===== src/mte_pkg.sv =====
package mte_pkg;

	localparam int unsigned CODE_W = 7;
	localparam int unsigned SYM_W  = 3;

	localparam logic [SYM_W-1:0] SYM_DOT  = 3'd0;
	localparam logic [SYM_W-1:0] SYM_DASH = 3'd1;
	localparam logic [SYM_W-1:0] SYM_LGAP = 3'd2;
	localparam logic [SYM_W-1:0] SYM_WGAP = 3'd3;
	localparam logic [SYM_W-1:0] SYM_ERR  = 3'd4;

	// lookup result: 7-bit code, all ones marks an unmapped byte
	localparam logic [7:0] CODE_ERR  = 8'hFF;
	localparam logic [7:0] CODE_WGAP = 8'h00;

	localparam logic [7:0] BYTE_C2    = 8'hC2;
	localparam logic [7:0] BYTE_C3    = 8'hC3;
	localparam logic [7:0] BYTE_SHARP = 8'd159;
	localparam logic [7:0] BYTE_PCT   = 8'h25;

	localparam logic [CODE_W-1:0] CODE_S     = 7'h08;
	localparam logic [CODE_W-1:0] CODE_ZERO  = 7'h3F;
	localparam logic [CODE_W-1:0] CODE_SLASH = 7'h29;

	typedef enum logic [1:0] {
		PFX_NONE,
		PFX_C2,
		PFX_C3
	} pfx_t;

	typedef enum logic {
		ST_IDLE,
		ST_EMIT
	} ctrl_state_t;

	typedef struct packed {
		logic load;
		logic step;
	} mte_cmd_t;

	typedef struct packed {
		logic prefix_hold;
		logic step_last;
		logic out_free;
	} mte_status_t;

	localparam logic [CODE_W-1:0] LETTER_ROM [26] = '{
		7'h06, 7'h11, 7'h15, 7'h09, 7'h02, 7'h14, 7'h0B, 7'h10, 7'h04, 7'h1E, 7'h0D, 7'h12,
		7'h07, 7'h05, 7'h0F, 7'h16, 7'h1B, 7'h0A, 7'h08, 7'h03, 7'h0C, 7'h18, 7'h0E, 7'h19,
		7'h1D, 7'h1C
	};

	localparam logic [CODE_W-1:0] DIGIT_ROM [20] = '{
		7'h22, 7'h5E, 7'h32, 7'h6D, 7'h19, 7'h2A, 7'h73, 7'h61, 7'h6A, 7'h29,
		7'h3F, 7'h3E, 7'h3C, 7'h38, 7'h30, 7'h20, 7'h21, 7'h23, 7'h27, 7'h2F
	};

	// code for a folded byte with no prefix
	function automatic logic [7:0] plain_code(input logic [7:0] c);
		logic [7:0] r;
		logic [7:0] off;
		off = 8'd0;
		r = CODE_ERR;
		case (c) inside
			[8'd97:8'd122]: begin
				off = c - 8'd97;
				r = {1'b0, LETTER_ROM[off[4:0]]};
			end
			[8'd38:8'd57]: begin
				off = c - 8'd38;
				r = {1'b0, DIGIT_ROM[off[4:0]]};
			end
			8'd32, 8'd10: r = CODE_WGAP;
			8'd33, 8'd34, 8'd64: r = 8'h56;
			8'd58: r = 8'h78;
			8'd61: r = 8'h31;
			8'd63: r = 8'h4C;
			8'd62: r = 8'h28;
			8'd36: r = 8'h0D;
			default: r = CODE_ERR;
		endcase
		return r;
	endfunction

	// code for the byte after a 0xc2 or 0xc3 prefix
	function automatic logic [7:0] prefixed_code(input pfx_t p, input logic [7:0] c);
		logic [7:0] r;
		r = CODE_ERR;
		if (p == PFX_C2) begin
			case (c)
				8'd161: r = 8'h56;
				8'd191: r = 8'h4C;
				default: r = CODE_ERR;
			endcase
		end else begin
			case (c) inside
				[8'd160:8'd165]: r = 8'h06;
				8'd166: r = 8'h1A;
				8'd167: r = 8'h25;
				[8'd168:8'd171]: r = 8'h02;
				[8'd172:8'd175]: r = 8'h04;
				8'd176: r = 8'h2C;
				8'd177: r = 8'h3B;
				[8'd178:8'd182]: r = 8'h0F;
				8'd184: r = 8'h17;
				[8'd185:8'd188]: r = 8'h0C;
				8'd189, 8'd191: r = 8'h1D;
				8'd190: r = 8'h26;
				default: r = CODE_ERR;
			endcase
		end
		return r;
	endfunction

endpackage


===== src/mte_ctrl.sv =====
module mte_ctrl (
	input  logic                 clk,
	input  logic                 arst_n,
	input  logic                 text_valid,
	output logic                 text_stall,
	input  mte_pkg::mte_status_t status,
	output mte_pkg::mte_cmd_t    cmd
);
	import mte_pkg::*;

	ctrl_state_t state_q, state_d;

	always_ff @(posedge clk or negedge arst_n) begin
		if (!arst_n) begin
			state_q <= ST_IDLE;
		end else begin
			state_q <= state_d;
		end
	end

	always_comb begin
		state_d = state_q;
		cmd = '0;
		text_stall = 1'b1;
		unique case (state_q)
			ST_IDLE: begin
				text_stall = 1'b0;
				if (text_valid) begin
					cmd.load = 1'b1;
					// a prefix byte only updates the pending prefix
					if (!status.prefix_hold) state_d = ST_EMIT;
				end
			end
			ST_EMIT: begin
				if (status.out_free) begin
					cmd.step = 1'b1;
					if (status.step_last) state_d = ST_IDLE;
				end
			end
			default: state_d = ST_IDLE;
		endcase
	end

endmodule


===== src/mte_datapath.sv =====
module mte_datapath (
	input  logic                       clk,
	input  logic                       arst_n,
	input  logic [7:0]                 text_byte,
	input  mte_pkg::mte_cmd_t          cmd,
	output mte_pkg::mte_status_t       status,
	output logic                       sym_valid,
	input  logic                       sym_stall,
	output logic [mte_pkg::SYM_W-1:0]  symbol,
	output logic                       last
);
	import mte_pkg::*;

	pfx_t              pending_q;
	logic [CODE_W-1:0] shift_q, q1_q, q2_q;
	logic [1:0]        n_q;
	logic              err_q;
	logic              out_valid_q;
	logic [SYM_W-1:0]  symbol_q;
	logic              last_q;

	// decode of the incoming byte
	logic [7:0]        folded;
	logic [7:0]        code0;
	logic [CODE_W-1:0] code1, code2;
	logic [1:0]        count;
	logic              is_prefix;
	pfx_t              new_pfx;

	always_comb begin
		folded = text_byte;
		if (text_byte >= 8'd65 && text_byte <= 8'd90) folded = text_byte + 8'd32;
		code0 = CODE_ERR;
		code1 = CODE_S;
		code2 = CODE_ZERO;
		count = 2'd1;
		is_prefix = 1'b0;
		new_pfx = PFX_NONE;
		if (pending_q != PFX_NONE) begin
			if (pending_q == PFX_C3 && text_byte == BYTE_SHARP) begin
				code0 = {1'b0, CODE_S};
				code1 = CODE_S;
				count = 2'd2;
			end else begin
				code0 = prefixed_code(pending_q, text_byte);
			end
		end else if (text_byte == BYTE_C2 || text_byte == BYTE_C3) begin
			is_prefix = 1'b1;
			new_pfx = (text_byte == BYTE_C2) ? PFX_C2 : PFX_C3;
		end else if (folded == BYTE_PCT) begin
			code0 = {1'b0, CODE_ZERO};
			code1 = CODE_SLASH;
			code2 = CODE_ZERO;
			count = 2'd3;
		end else begin
			code0 = plain_code(folded);
		end
	end

	logic             code_end;
	logic [SYM_W-1:0] sym_d;

	assign code_end = (shift_q <= CODE_W'(1));

	always_comb begin
		if (err_q) sym_d = SYM_ERR;
		else if (shift_q == '0) sym_d = SYM_WGAP;
		else if (shift_q == CODE_W'(1)) sym_d = SYM_LGAP;
		else if (shift_q[0]) sym_d = SYM_DASH;
		else sym_d = SYM_DOT;
	end

	assign status.prefix_hold = is_prefix;
	assign status.step_last   = err_q || (code_end && n_q == 2'd1);
	assign status.out_free    = !out_valid_q || !sym_stall;

	always_ff @(posedge clk or negedge arst_n) begin
		if (!arst_n) begin
			pending_q   <= PFX_NONE;
			out_valid_q <= 1'b0;
			n_q         <= 2'd0;
			err_q       <= 1'b0;
		end else begin
			if (cmd.load) begin
				pending_q <= new_pfx;
				if (!is_prefix) begin
					n_q   <= count;
					err_q <= (code0 == CODE_ERR);
				end
			end else if (cmd.step && !err_q && code_end) begin
				n_q <= n_q - 2'd1;
			end
			if (cmd.step) out_valid_q <= 1'b1;
			else if (!sym_stall) out_valid_q <= 1'b0;
		end
	end

	always_ff @(posedge clk) begin
		if (cmd.load) begin
			shift_q <= code0[CODE_W-1:0];
			q1_q    <= code1;
			q2_q    <= code2;
		end else if (cmd.step && !err_q) begin
			if (code_end) begin
				shift_q <= q1_q;
				q1_q    <= q2_q;
			end else begin
				shift_q <= shift_q >> 1;
			end
		end
		if (cmd.step) begin
			symbol_q <= sym_d;
			last_q   <= status.step_last;
		end
	end

	assign sym_valid = out_valid_q;
	assign symbol    = symbol_q;
	assign last      = last_q;

	a_no_load_and_step: assert property (@(posedge clk) disable iff (!arst_n)
		!(cmd.load && cmd.step))
		else $error("load and step in one cycle");

	a_step_fills_output: assert property (@(posedge clk) disable iff (!arst_n)
		cmd.step |=> sym_valid)
		else $error("step did not fill the output register");

	a_error_single: assert property (@(posedge clk) disable iff (!arst_n)
		(cmd.step && err_q) |=> (symbol == SYM_ERR && last))
		else $error("error symbol not sent alone");

	a_step_needs_room: assert property (@(posedge clk) disable iff (!arst_n)
		cmd.step |-> (!out_valid_q || !sym_stall))
		else $error("output overwritten while stalled");

endmodule


===== src/morse_text_encoder.sv =====
// channel | direction | handshake               | payload
// text    | in        | text_valid / text_stall | text_byte[7:0]
// sym     | out       | sym_valid / sym_stall   | symbol[2:0], last
//
// the controller takes a byte while idle, then steps out each symbol it produces
// (1 to 18), shifting the code one element a cycle while the output is free;
// no new byte is taken until the last symbol of the byte has been stepped.
// a 0xc2 or 0xc3 prefix byte produces nothing; it only sets the pending prefix.
// arst_n clears the sequencer, the pending prefix and the output valid.
// a stall on the output holds the symbol register and pauses the sequencer.
module morse_text_encoder (
	input  logic                      clk,
	input  logic                      arst_n,
	input  logic                      text_valid,
	output logic                      text_stall,
	input  logic [7:0]                text_byte,
	output logic                      sym_valid,
	input  logic                      sym_stall,
	output logic [mte_pkg::SYM_W-1:0] symbol,
	output logic                      last
);
	import mte_pkg::*;

	mte_cmd_t    cmd;
	mte_status_t status;

	mte_ctrl u_ctrl (
		.clk        (clk),
		.arst_n     (arst_n),
		.text_valid (text_valid),
		.text_stall (text_stall),
		.status     (status),
		.cmd        (cmd)
	);

	mte_datapath u_datapath (
		.clk       (clk),
		.arst_n    (arst_n),
		.text_byte (text_byte),
		.cmd       (cmd),
		.status    (status),
		.sym_valid (sym_valid),
		.sym_stall (sym_stall),
		.symbol    (symbol),
		.last      (last)
	);

endmodule

===== config.mk =====
export PLATFORM = sky130hd
export DESIGN_NAME = morse_text_encoder
export DESIGN_NICKNAME = d
export VERILOG_FILES = /design/src/mte_pkg.sv /design/src/mte_ctrl.sv /design/src/mte_datapath.sv /design/src/morse_text_encoder.sv
export SDC_FILE = /design/constraint.sdc
export NUM_CORES = 1
export LEC_CHECK = 0
export CORE_MARGIN = 2
export CORE_UTILIZATION = 61
export CTS_CLUSTER_DIAMETER = 200
export CTS_CLUSTER_SIZE = 20
export DETAILED_ROUTE_END_ITERATION = 8
export DONT_BUFFER_PORTS = 1
export HOLD_SLACK_MARGIN = 0.06
export PLACE_DENSITY = 0.77
export SKIP_CTS_REPAIR_TIMING = 1
export SYNTH_ARGS = -nofsm -noshare
export SYNTH_HDL_FRONTEND = slang
export SYNTH_SLANG_ARGS = --single-unit

===== constraint.sdc =====
create_clock -name clk -period 2.6 [get_ports clk]
set_input_delay 0.52 -clock clk [delete_from_list [all_inputs] [get_ports clk]]
set_output_delay 0.52 -clock clk [all_outputs]
set_load 0.05 [all_outputs]

==> results of run 1 <==
[worst paths after layout]
| path | start | endpoint | slack, ns | cells after the start |
|---|---|---|---|---|
| max | text_byte[2] | u_datapath.shift_q[3] | 0.10 | 9 |
| min | sym_stall | u_datapath.sym_valid | 0.45 | 2 |
| max reg2reg | u_ctrl.state_q | u_datapath.shift_q[0] | 0.58 | 6 |
| min reg2reg | u_datapath.n_q[0] | u_datapath.n_q[0] | 0.49 | 1 |
| max in group asynchronous | arst_n | u_datapath.sym_valid | 1.79 | 1 |
| min in group asynchronous | arst_n | u_datapath.pending_q[1] | 0.58 | 1 |
[power by group through the flow]
stage / Combinational (mW) / Sequential (mW) / Clock [mW]
2_1_floorplan: 0.494 / 0.680 / 0
3_3_place_gp: 0.663 / 0.702 / 0
3_5_place_dp: 0.680 / 0.707 / 0
4_1_cts: 0.684 / 0.700 / 0.202
5_1_grt: 0.768 / 0.714 / 0.215
6_report: 0.715 / 0.704 / 0.203
[metrics by stage]
| step | hold slack, ns | std cells |
|---|---|---|
| 4_1_cts | -0.0443 | 491 |
| 2_1_floorplan | 0.224 | 394 |
| 3_3_place_gp | 0.225 | 487 |
| 6_report | 0.449 | 492 |
| 3_5_place_dp | 0.225 | 487 |
| 5_1_grt | 0.461 | 492 |
[worst max-delay path, cell delays in order]
cell and delay [ns]:
inv_1 0.11, ha_1 0.19, nand3b_1 0.15, o22a_4 0.26, o31ai_2 0.26, o21ba_2 0.19
o41a_1 0.42, a311oi_2 0.29, o21ai_1 0.10
[layer usage]
| layer | part of all wire | GRT usage |
|---|---|---|
| met1 | 0.41 | 0.489 |
| met2 | 0.47 | 0.564 |
| met3 | 0.095 | 0.0576 |
| met4 | 0.021 | 0.0768 |
| met5 | 0 | 0 |
[cell families after synthesis]
kind of cell / Yosys count / share of synthesized area
muxes: 8 / 0.0361
xor gates and xnor gates: 12 / 0.0353
adders and majority gates: 17 / 0.0714
DFF: 20 / 0.190
and+or+nand+nor: 154 / 0.265
buffers and inverters: 44 / 0.0722
AOI/OAI and AO/OA: 139 / 0.330
[state kept, by name (all words and copies together), names as in the netlist]
signal / flops
u_datapath.err_q: 1
u_datapath.shift_q: 7
u_datapath.n_q: 2
u_datapath.sym_valid: 1
u_datapath.last: 1
u_datapath.q1_q: 2
u_datapath.pending_q: 2
u_ctrl.state_q: 1
u_datapath.symbol: 3
[area by class of cell]
class | instances | area, um2
inverters | 18 | 71.3
fillers | 392 | 1230
clock buffers | 3 | 41.3
flip-flops and latches | 20 | 566
multi-input cells | 330 | 2310
well taps | 67 | 83.8
clock inverters | 1 | 3.75
repair buffers | 53 | 413
[cell usage in the layout (no fill, tap or decap), types with 4 or more instances in the layout]
master / Yosys / routed
nand2b_1: 7 / 7
nor3_1: 15 / 15
o211ai_1: 6 / 6
and3_1: 5 / 4
o21ai_0: 34 / 33
buf_4: 5 / 51
a31oi_1: 6 / 6
edfxtp_1: 13 / 13
inv_1: 16 / 14
nand3_1: 15 / 14
ha_1: 17 / 16
o2111ai_1: 4 / 4
a21oi_1: 25 / 24
a21o_1: 8 / 8
mux2i_1: 4 / 4
dfrtp_1: 7 / 7
xnor2_1: 8 / 7
o211a_1: 4 / 4
nand2_1: 43 / 42
nor4_1: 7 / 7
nor2_1: 31 / 30
nor2b_1: 5 / 5
o31ai_1: 7 / 6
==> reports/qor.txt, run 1 <==
Worst Path Required = 2.60 ns
Reg power frac = 0.434
Synth top area share = 0.131
Power, Total = 1.62 mW
First-pass GRT wire length = 14.8 mm
Netlist Area Pre-Place = 2980 um2
Max Slew Vio Count = 0
Fraction of power spent switching nets = 0.445
Type of the worst min-delay path = in2reg
Drt total wl = 9.54 mm
Clock sink count = 20
DR WL/cell = 19.4 um
Post-Route Utilization = 0.739
Placed cell areas = 3380 um2
Most frequent cells after synthesis = 43 x nand2_1, 34 x o21ai_0, 31 x nor2_1
Final TNS setup = 0 ns
Fraction of registers with async set/reset = 0.350
Final ANT Viol Nets = 0
Nets = 455
Share of layout cells above drive strength 1 = 0.214
RSZ-0062 raised after global routing = no
Period minus WS final = 2.50 ns
Final hold vios = 0
Later-pin clock latency in the skew report = 0.26 ns
Sequential area share after synthesis = 0.190
Synth area leader = edfxtp_1
CTS Buf Count = 3
Comb pwr share = 0.441
Setup Skew = 0.00604 ns
Max-cap violations = 0
DRC viols = 0
Netlist cell types = 78
CTS Buffer Depth = 2
Finished Cell Area = 3490 um2
N_diodes = 0
GRT Overall Usage = 0.349
Cell row count = 25
Synth Net Count = 423
Top cells by area, synth = edfxtp_1 13%, ha_1 7.1%, dfrtp_1 5.9%
DIE AREA = 5460 um2
Cell with the most instances after synthesis = nand2_1
Total gr overflow = 0
Root Driver = clkbuf_8
Routability Congestion = 1.05
Crit Path Class = in2reg
Max IR drop VDD = 397 uV
Max frequency = 0.400 GHz
Reg clk slew, reported paths = 0.07 ns
Largest net degree at the start of global routing = 35
IO Port Bufs = 0
CTS tree = yes
Post-synthesis cell count = 394
DRT iter0 DRCs = 505
Clock power share = 0.125
EDFF count, synth = 13
Hpwl dp = 7.33 mm
Pleak = 1.39 nW
Starting Density = 0.631
Via Count = 3,386
Worst Setup End Kind = flip-flop
Psw = 0.722 mW
Final Setup Violations = 0
Yosys reg bits = 20
Status = completed
Via/cell ratio = 6.88
Top_reg_cell synth = edfxtp_1
H-tree levels = 1
IO Count = 18
Crit Path Max Fanout = 34
Ys Warns = 0
Die Width = 73.9 um
Vias in the first global route = 2,924
CORE AREA = 4720 um2
Worst-Margin Slew = 0.612 ns
Setup crit start kind = primary input
Post-route setup slack = 0.101 ns
Total power density per cell area = 465 nW/um2
Worst slack at placement = -0.202 ns
Die Y = 73.9 um
Antenna violations before repair = 0
Relative slew margins = 0.589
Mean post-synth cell area = 7.56 um2
DRT Pass-1 Iters = 5
Arrival time at the worst endpoint = 2.50 ns
Area growth, synth to finish = 17.1%
Final period util = 0.961
Power Internal = 0.900 mW
Power figures use the tool's default switching activity.
==> run 2, diff against run 1 <==
- ABC_AREA: not set -> 1
- CTS_BUF_LIST: not set -> sky130_fd_sc_hd__clkbuf_4
==> reports/qor.txt, run 2 <==
R2R Path Start = u_ctrl.state_q (unchanged)
Total power density per cell area = 485 nW/um2 (was 465 nW/um2)
Commonest non-fill, non-tap cell in the layout = nand2_1 (was buf_4)
Final TNS setup = 0 ns (unchanged)
DRT Pass-1 Iters = 5 (unchanged)
Crit Path Max Fanout = 15 (was 34)
Max frequency = 0.437 GHz (was 0.400 GHz)
Clock sink count = 20 (unchanged)
Hold_ws = 0.396 ns (was 0.449 ns)
H-tree levels = 1 (unchanged)
RSZ-0062 raised after global routing = no (unchanged)
Setup Skew = 0.0139 ns (was 0.00604 ns)
Antenna violations before repair = 0 (unchanged)
Arrival time at the worst endpoint = 2.35 ns (was 2.50 ns)
Largest family of logic cells by synthesized area = simple AND/OR/NAND/NOR gates (was compound AO/OA/AOI/OAI gates)
Max-cap violations = 0 (unchanged)
Setup crit start kind = primary input (unchanged)
Fraction of the mapped netlist area in simple logic gates = 0.448 (was 0.265)
Most frequent cells in the layout = 150 x nand2_1, 68 x inv_1, 66 x nor2_1 (was 51 x buf_4, 42 x nand2_1, 33 x o21ai_0)
Placed cells = 561 (was 487)
CTS Buffer Depth = 2 (unchanged)
DRC viols = 0 (unchanged)
CTS tree = yes (unchanged)
Synth area leader = nand2_1 (was edfxtp_1)
Later-pin clock latency in the skew report = 0.29 ns (was 0.26 ns)
CP max-delay cell = a22oi_1 (was o41a_1)
Crit Path Class = in2reg (unchanged)
Synth top area share = 0.194 (was 0.131)
Worst hold stages = 2 (unchanged)
Cell with the most instances after synthesis = nand2_1 (unchanged)
Worst slack at placement = 0.0356 ns (was -0.202 ns)
Netlist cell types = 39 (was 78)
Non-filler cells, final = 566 (was 492)
CTS Buf Count = 3 (unchanged)
Crit path cell chain = inv_2 > ha_1 > inv_1 > buf_4 > nor2_1 > nand2_1 > a22oi_1 > nor2_1 > nand4_1 > nand2_1 > a22oi_1 > nand2_1 > nand2_1 > nand2_1 (was inv_1 > ha_1 > nand3b_1 > o22a_4 > o31ai_2 > o21ba_2 > o41a_1 > a311oi_2 > o21ai_1)
Type of the worst min-delay path = in2reg (unchanged)
Largest net degree at the start of global routing = 16 (was 35)
First-pass GRT wire length = 13.0 mm (was 14.8 mm)
Drt total wl = 7.91 mm (was 9.54 mm)
Worst Setup End Kind = flip-flop (unchanged)
IO Count = 18 (unchanged)
Via Count = 3,150 (was 3,386)
CORE AREA = 4660 um2 (was 4720 um2)
Fraction of registers with async set/reset = 0.350 (unchanged)
Status = completed (unchanged)
Hold worst-path end = u_datapath.sym_valid (unchanged)
Top_reg_cell synth = edfxtp_1 (unchanged)
Mean post-synth cell area = 5.92 um2 (was 7.56 um2)
Top cell by count, worst path = nand2_1
Synth Area in Compound Gates = 0.165 (was 0.330)
Reg clk slew, reported paths = 0.11 ns (was 0.07 ns)
GRT Overall Usage = 0.305 (was 0.349)
Routability Congestion = 1.02 (was 1.05)
Total gr overflow = 0 (unchanged)
Mux cell area share after synthesis = 0 (was 0.0361)
Synth Net Count = 519 (was 423)
Top cells by area, synth = nand2_1 19%, edfxtp_1 13%, inv_1 8.8% (was edfxtp_1 13%, ha_1 7.1%, dfrtp_1 5.9%)
Footprint of the multi-input gates = 2000 um2 (was 2310 um2)
Area growth, synth to finish = 8.07% (was 17.1%)
Max Slew Vio Count = 0 (unchanged)
IO Port Bufs = 0 (unchanged)
EDFF count, synth = 13 (unchanged)
Most frequent cells after synthesis = 150 x nand2_1, 68 x inv_1, 66 x nor2_1 (was 43 x nand2_1, 34 x o21ai_0, 31 x nor2_1)
Storage element area = 566 um2 (unchanged)
Sequential area share after synthesis = 0.195 (was 0.190)
Die Width = 73.0 um (was 73.9 um)
Final period util = 0.880 (was 0.961)
Nets = 542 (was 455)
Fillers = 446 (was 392)
N_diodes = 0 (unchanged)
DRT iter0 DRCs = 253 (was 505)
Ys Warns = 0 (unchanged)
R2R cell count = 7 (was 6)
Synth Area in XOR/XNOR = 0.00302 (was 0.0353)
Period minus WS final = 2.29 ns (was 2.50 ns)
Post-route setup slack = 0.313 ns (was 0.101 ns)
Netlist Area Pre-Place = 2900 um2 (was 2980 um2)
Max FFs per register = 7 (unchanged)
Die Y = 73.0 um (was 73.9 um)
Vias in the first global route = 2,930 (was 2,924)
Post-synthesis cell count = 490 (was 394)
RR Endpoint = u_datapath.n_q[1] (was u_datapath.shift_q[0])
Relative slew margins = 0.654 (was 0.589)
Final hold vios = 0 (unchanged)
Root Driver = clkbuf_4 (was clkbuf_8)
Final Setup Violations = 0 (unchanged)
Max IR drop VDD = 298 uV (was 397 uV)
Pleak = 1.66 nW (was 1.39 nW)
Via/cell ratio = 5.57 (was 6.88)
Max stage delay on crit path = 0.32 ns (was 0.42 ns)
DIE AREA = 5320 um2 (was 5460 um2)
Final ANT Viol Nets = 0 (unchanged)
Largest Register = u_datapath.shift_q (unchanged)
Hpwl dp = 6.59 mm (was 7.33 mm)
DR WL/cell = 14.0 um (was 19.4 um)
Worst-Margin Slew = 0.520 ns (was 0.612 ns)
Cell row count = 25 (unchanged)
Synth Area in Adders = 0.0733 (was 0.0714)
Post-Route Utilization = 0.672 (was 0.739)
R2R setup slack = 0.54 ns (was 0.58 ns)
Share of layout cells above drive strength 1 = 0.123 (was 0.214)
Hold Startpoint = sym_stall (unchanged)
Worst Path Required = 2.66 ns (was 2.60 ns)
Yosys reg bits = 20 (unchanged)
Starting Density = 0.622 (was 0.631)
## run 2: cell types whose count changed after synthesis, sizes merged, moves of 10 or more
cell   delta
a21oi    -12
buf      -11
inv      +56
nand2   +119
nand3    +17
nor2     +45
nor3     -11
o21ai    +10
## run 2: metrics by stage
step	total power [mW]	area (um2)
final	1.52	3130
after global routing	1.63	3130
after CTS	1.51	3120
after detailed placement	1.38	3100
after global placement	1.35	3100
after floorplan	1.21	2900
## run 2: routing by layer
layer  vias to the layer above  GRT usage  share of wire
li1                       1627          -              -
met1                      1374      0.392           0.44
met2                       124      0.536           0.47
met3                        25     0.0138          0.048
met4                         0      0.117          0.034
met5                         -          0              0
## run 2: worst max-delay path by stage
stage,start,slack (ns),end,depth (start not counted)
after detailed placement,text_byte[1],0.04,u_datapath.shift_q[0],14
after global placement,text_byte[1],0.08,u_datapath.shift_q[5],18
after floorplan,text_byte[0],0.003,u_datapath.shift_q[2],20
after CTS,text_byte[1],0.34,u_datapath.shift_q[0],14
final,text_byte[1],0.31,u_datapath.shift_q[0],14
after global routing,text_byte[1],0.12,u_datapath.shift_q[0],14
## run 2: worst max-delay path, delay by kind of cell
family                   cells  cell delay, ns
AND/OR/NAND/NOR              8            0.85
AO/OA/AOI/OAI                2            0.51
adder cells (fa/ha/maj)      1            0.16
buffers and inverters        3            0.33
## run 2: cell type report
cell class / count / area share
Tap cell: 54 / 0.0216
Multi-Input combinational cell: 388 / 0.638
Clock buffer: 3 / 0.00719
Inverter: 74 / 0.0890
Sequential cell: 20 / 0.180
Timing Repair Buffer: 26 / 0.0631
Clock inverter: 1 / 0.00120
## run 2: logic make-up (layout without fill, tap and decap cells)
family | after synthesis | in the layout
flip-flops | 20 | 20
adder cells (fa/ha/maj) | 17 | 17
XOR/XNOR | 1 | 1
AND/OR/NAND/NOR | 287 | 287
AO/OA/AOI/OAI | 83 | 83
buffers and inverters | 82 | 104
## run 2: power by group
| part | internal, mW | switching (mW) |
|---|---|---|
| clock network | 0.0558 | 0.0844 |
| registers | 0.523 | 0.222 |
| logic | 0.225 | 0.409 |
| total | 0.804 | 0.716 |
==> run 3, diff against run 2 <==
- ABC_AREA: 1 -> not set
==> reports/qor.txt, run 3 (synthesis results as in run 1) <==
Status = completed (unchanged)
CTS Buffer Depth = 2 (unchanged)
Post-route setup slack = 0.0996 ns (was 0.313 ns)
Post-Route M1 WL = 3.84 mm (was 3.51 mm)
Antenna violations before repair = 0 (unchanged)
Final period util = 0.962 (was 0.880)
Crit Path Max Fanout = 15 (unchanged)
Finished Cell Area = 3430 um2 (was 3130 um2)
Type of the worst min-delay path = in2reg (unchanged)
Area growth, synth to finish = 15.0% (was 8.07%)
Non-filler cells, final = 492 (was 566)
IO Count = 18 (unchanged)
Root Driver = clkbuf_4 (unchanged)
Final ANT Viol Nets = 0 (unchanged)
Via/cell ratio = 6.84 (was 5.57)
DRT Pass-1 Iters = 5 (unchanged)
IO Port Bufs = 0 (unchanged)
CTS tree = yes (unchanged)
DRT iter0 DRCs = 425 (was 253)
First-pass GRT wire length = 14.8 mm (was 13.0 mm)
Placed cells = 487 (was 561)
Starting Density = 0.631 (was 0.622)
DIE AREA = 5460 um2 (was 5320 um2)
Worst-Margin Slew = 0.574 ns (was 0.520 ns)
CORE AREA = 4720 um2 (was 4660 um2)
Setup crit start kind = primary input (unchanged)
Placed cell areas = 3380 um2 (was 3100 um2)
Psw = 0.707 mW (was 0.716 mW)
WL met3 = 876 um (was 383 um)
Via Count = 3,363 (was 3,150)
Crit Path Class = in2reg (unchanged)
Max stage delay on crit path = 0.39 ns (was 0.32 ns)
Cell row count = 25 (unchanged)
Max IR drop VDD = 320 uV (was 298 uV)
Hpwl dp = 7.33 mm (was 6.59 mm)
H-tree levels = 1 (unchanged)
Relative slew margins = 0.615 (was 0.654)
Final Setup Violations = 0 (unchanged)
Period minus WS final = 2.50 ns (was 2.29 ns)
Pleak = 1.37 nW (was 1.66 nW)
Worst slack at placement = -0.202 ns (was 0.0356 ns)
Max Slew Vio Count = 0 (unchanged)
Routed met2 length = 4.44 mm (was 3.75 mm)
Worst Setup End Kind = flip-flop (unchanged)
Final hold vios = 0 (unchanged)
Total gr overflow = 0 (unchanged)
Total power density per cell area = 453 nW/um2 (was 485 nW/um2)
Vias in the first global route = 2,934 (was 2,930)
Die Y = 73.9 um (was 73.0 um)
Max frequency = 0.400 GHz (was 0.437 GHz)
N_diodes = 0 (unchanged)
Most frequent cells in the layout = 51 x buf_4, 42 x nand2_1, 33 x o21ai_0 (was 150 x nand2_1, 68 x inv_1, 66 x nor2_1)
Nets = 455 (was 542)
Commonest non-fill, non-tap cell in the layout = buf_4 (was nand2_1)
Share of layout cells above drive strength 1 = 0.200 (was 0.123)
Power Internal = 0.847 mW (was 0.804 mW)
Clock sink count = 20 (unchanged)
DR WL/cell = 19.0 um (was 14.0 um)
Fillers = 402 (was 446)
Die Width = 73.9 um (was 73.0 um)
DRC viols = 0 (unchanged)
CP max-delay cell = and4_1 (was a22oi_1)
RSZ-0062 raised after global routing = no (unchanged)
Fraction of power spent switching nets = 0.455 (was 0.471)
Largest net degree at the start of global routing = 35 (was 16)
Routability Congestion = 1.05 (was 1.02)
Storage element area = 566 um2 (unchanged)
Reg power frac = 0.451 (was 0.491)
Largest Register = u_datapath.shift_q (unchanged)
Footprint of the multi-input gates = 2270 um2 (was 2000 um2)
Post-Route Utilization = 0.726 (was 0.672)
Final TNS setup = 0 ns (unchanged)
DR top layer = met4 (unchanged)
Crit path cell chain = clkinvlp_4 > ha_4 > nor3b_4 > and4_1 > buf_4 > a211oi_2 > a21bo_2 > a221oi_2 > a211oi_1 > a311oi_1 (was inv_2 > ha_1 > inv_1 > buf_4 > nor2_1 > nand2_1 > a22oi_1 > nor2_1 > nand4_1 > nand2_1 > a22oi_1 > nand2_1 > nand2_1 > nand2_1)
CTS Buf Count = 3 (unchanged)
Comb pwr share = 0.452 (was 0.417)
GRT Overall Usage = 0.348 (was 0.305)
Max FFs per register = 7 (unchanged)
Arrival time at the worst endpoint = 2.62 ns (was 2.35 ns)
Clock power share = 0.097 (was 0.092)
Worst Path Required = 2.71 ns (was 2.66 ns)
Reg clk slew, reported paths = 0.10 ns (was 0.11 ns)
Drt total wl = 9.36 mm (was 7.91 mm)
Later-pin clock latency in the skew report = 0.31 ns (was 0.29 ns)
Setup Skew = 0.0138 ns (was 0.0139 ns)
Max-cap violations = 0 (unchanged)
## run 3: metal layers
metal  vias up  track usage
li1       1556            -
met1      1578        0.486
met2       203        0.568
met3        26       0.0549
met4         0       0.0768
met5         -            0
## run 3: metrics by stage
step,hold slack [ns],power (mW)
6_report,0.399,1.55
2_1_floorplan,0.224,1.17
3_5_place_dp,0.225,1.39
4_1_cts,-0.0971,1.53
3_3_place_gp,0.225,1.37
5_1_grt,0.405,1.64
## run 3: path summary, 6_finish.rpt
| kind | start | to | slack [ns] | depth (start not counted) |
|---|---|---|---|---|
| setup / recovery | text_byte[1] | u_datapath.shift_q[1] | 0.1 | 10 |
| hold / removal | sym_stall | u_datapath.sym_valid | 0.40 | 2 |
| setup reg to reg | u_datapath.shift_q[3] | u_datapath.shift_q[1] | 0.54 | 7 |
| hold reg to reg | u_datapath.n_q[0] | u_datapath.n_q[0] | 0.50 | 1 |
| max in group asynchronous | arst_n | u_datapath.err_q | 1.83 | 1 |
| min in group asynchronous | arst_n | u_datapath.n_q[1] | 0.53 | 1 |
## run 3: power groups by stage
stage	combinational, mW	clock [mW]	sequential [mW]
final	0.703	0.150	0.701
after detailed placement	0.680	0	0.707
after global routing	0.761	0.163	0.713
after CTS	0.685	0.149	0.699
after floorplan	0.494	0	0.680
after global placement	0.663	0	0.702
## run 3: layout make-up
type                       count  share of cell area
clock buffer                   3             0.00657
clock inverter                 1             0.00110
inverter                      18              0.0208
multi-input combinational    330               0.662
sequential                    20               0.165
tap                           67              0.0245
timing repair buffer          53               0.120
## run 3: critical path: cells and delay by family
kind	cells	cell delay (ns)
compound gates	5	1.02
simple gates	2	0.59
fa+ha+maj	1	0.20
buf+inv	2	0.29
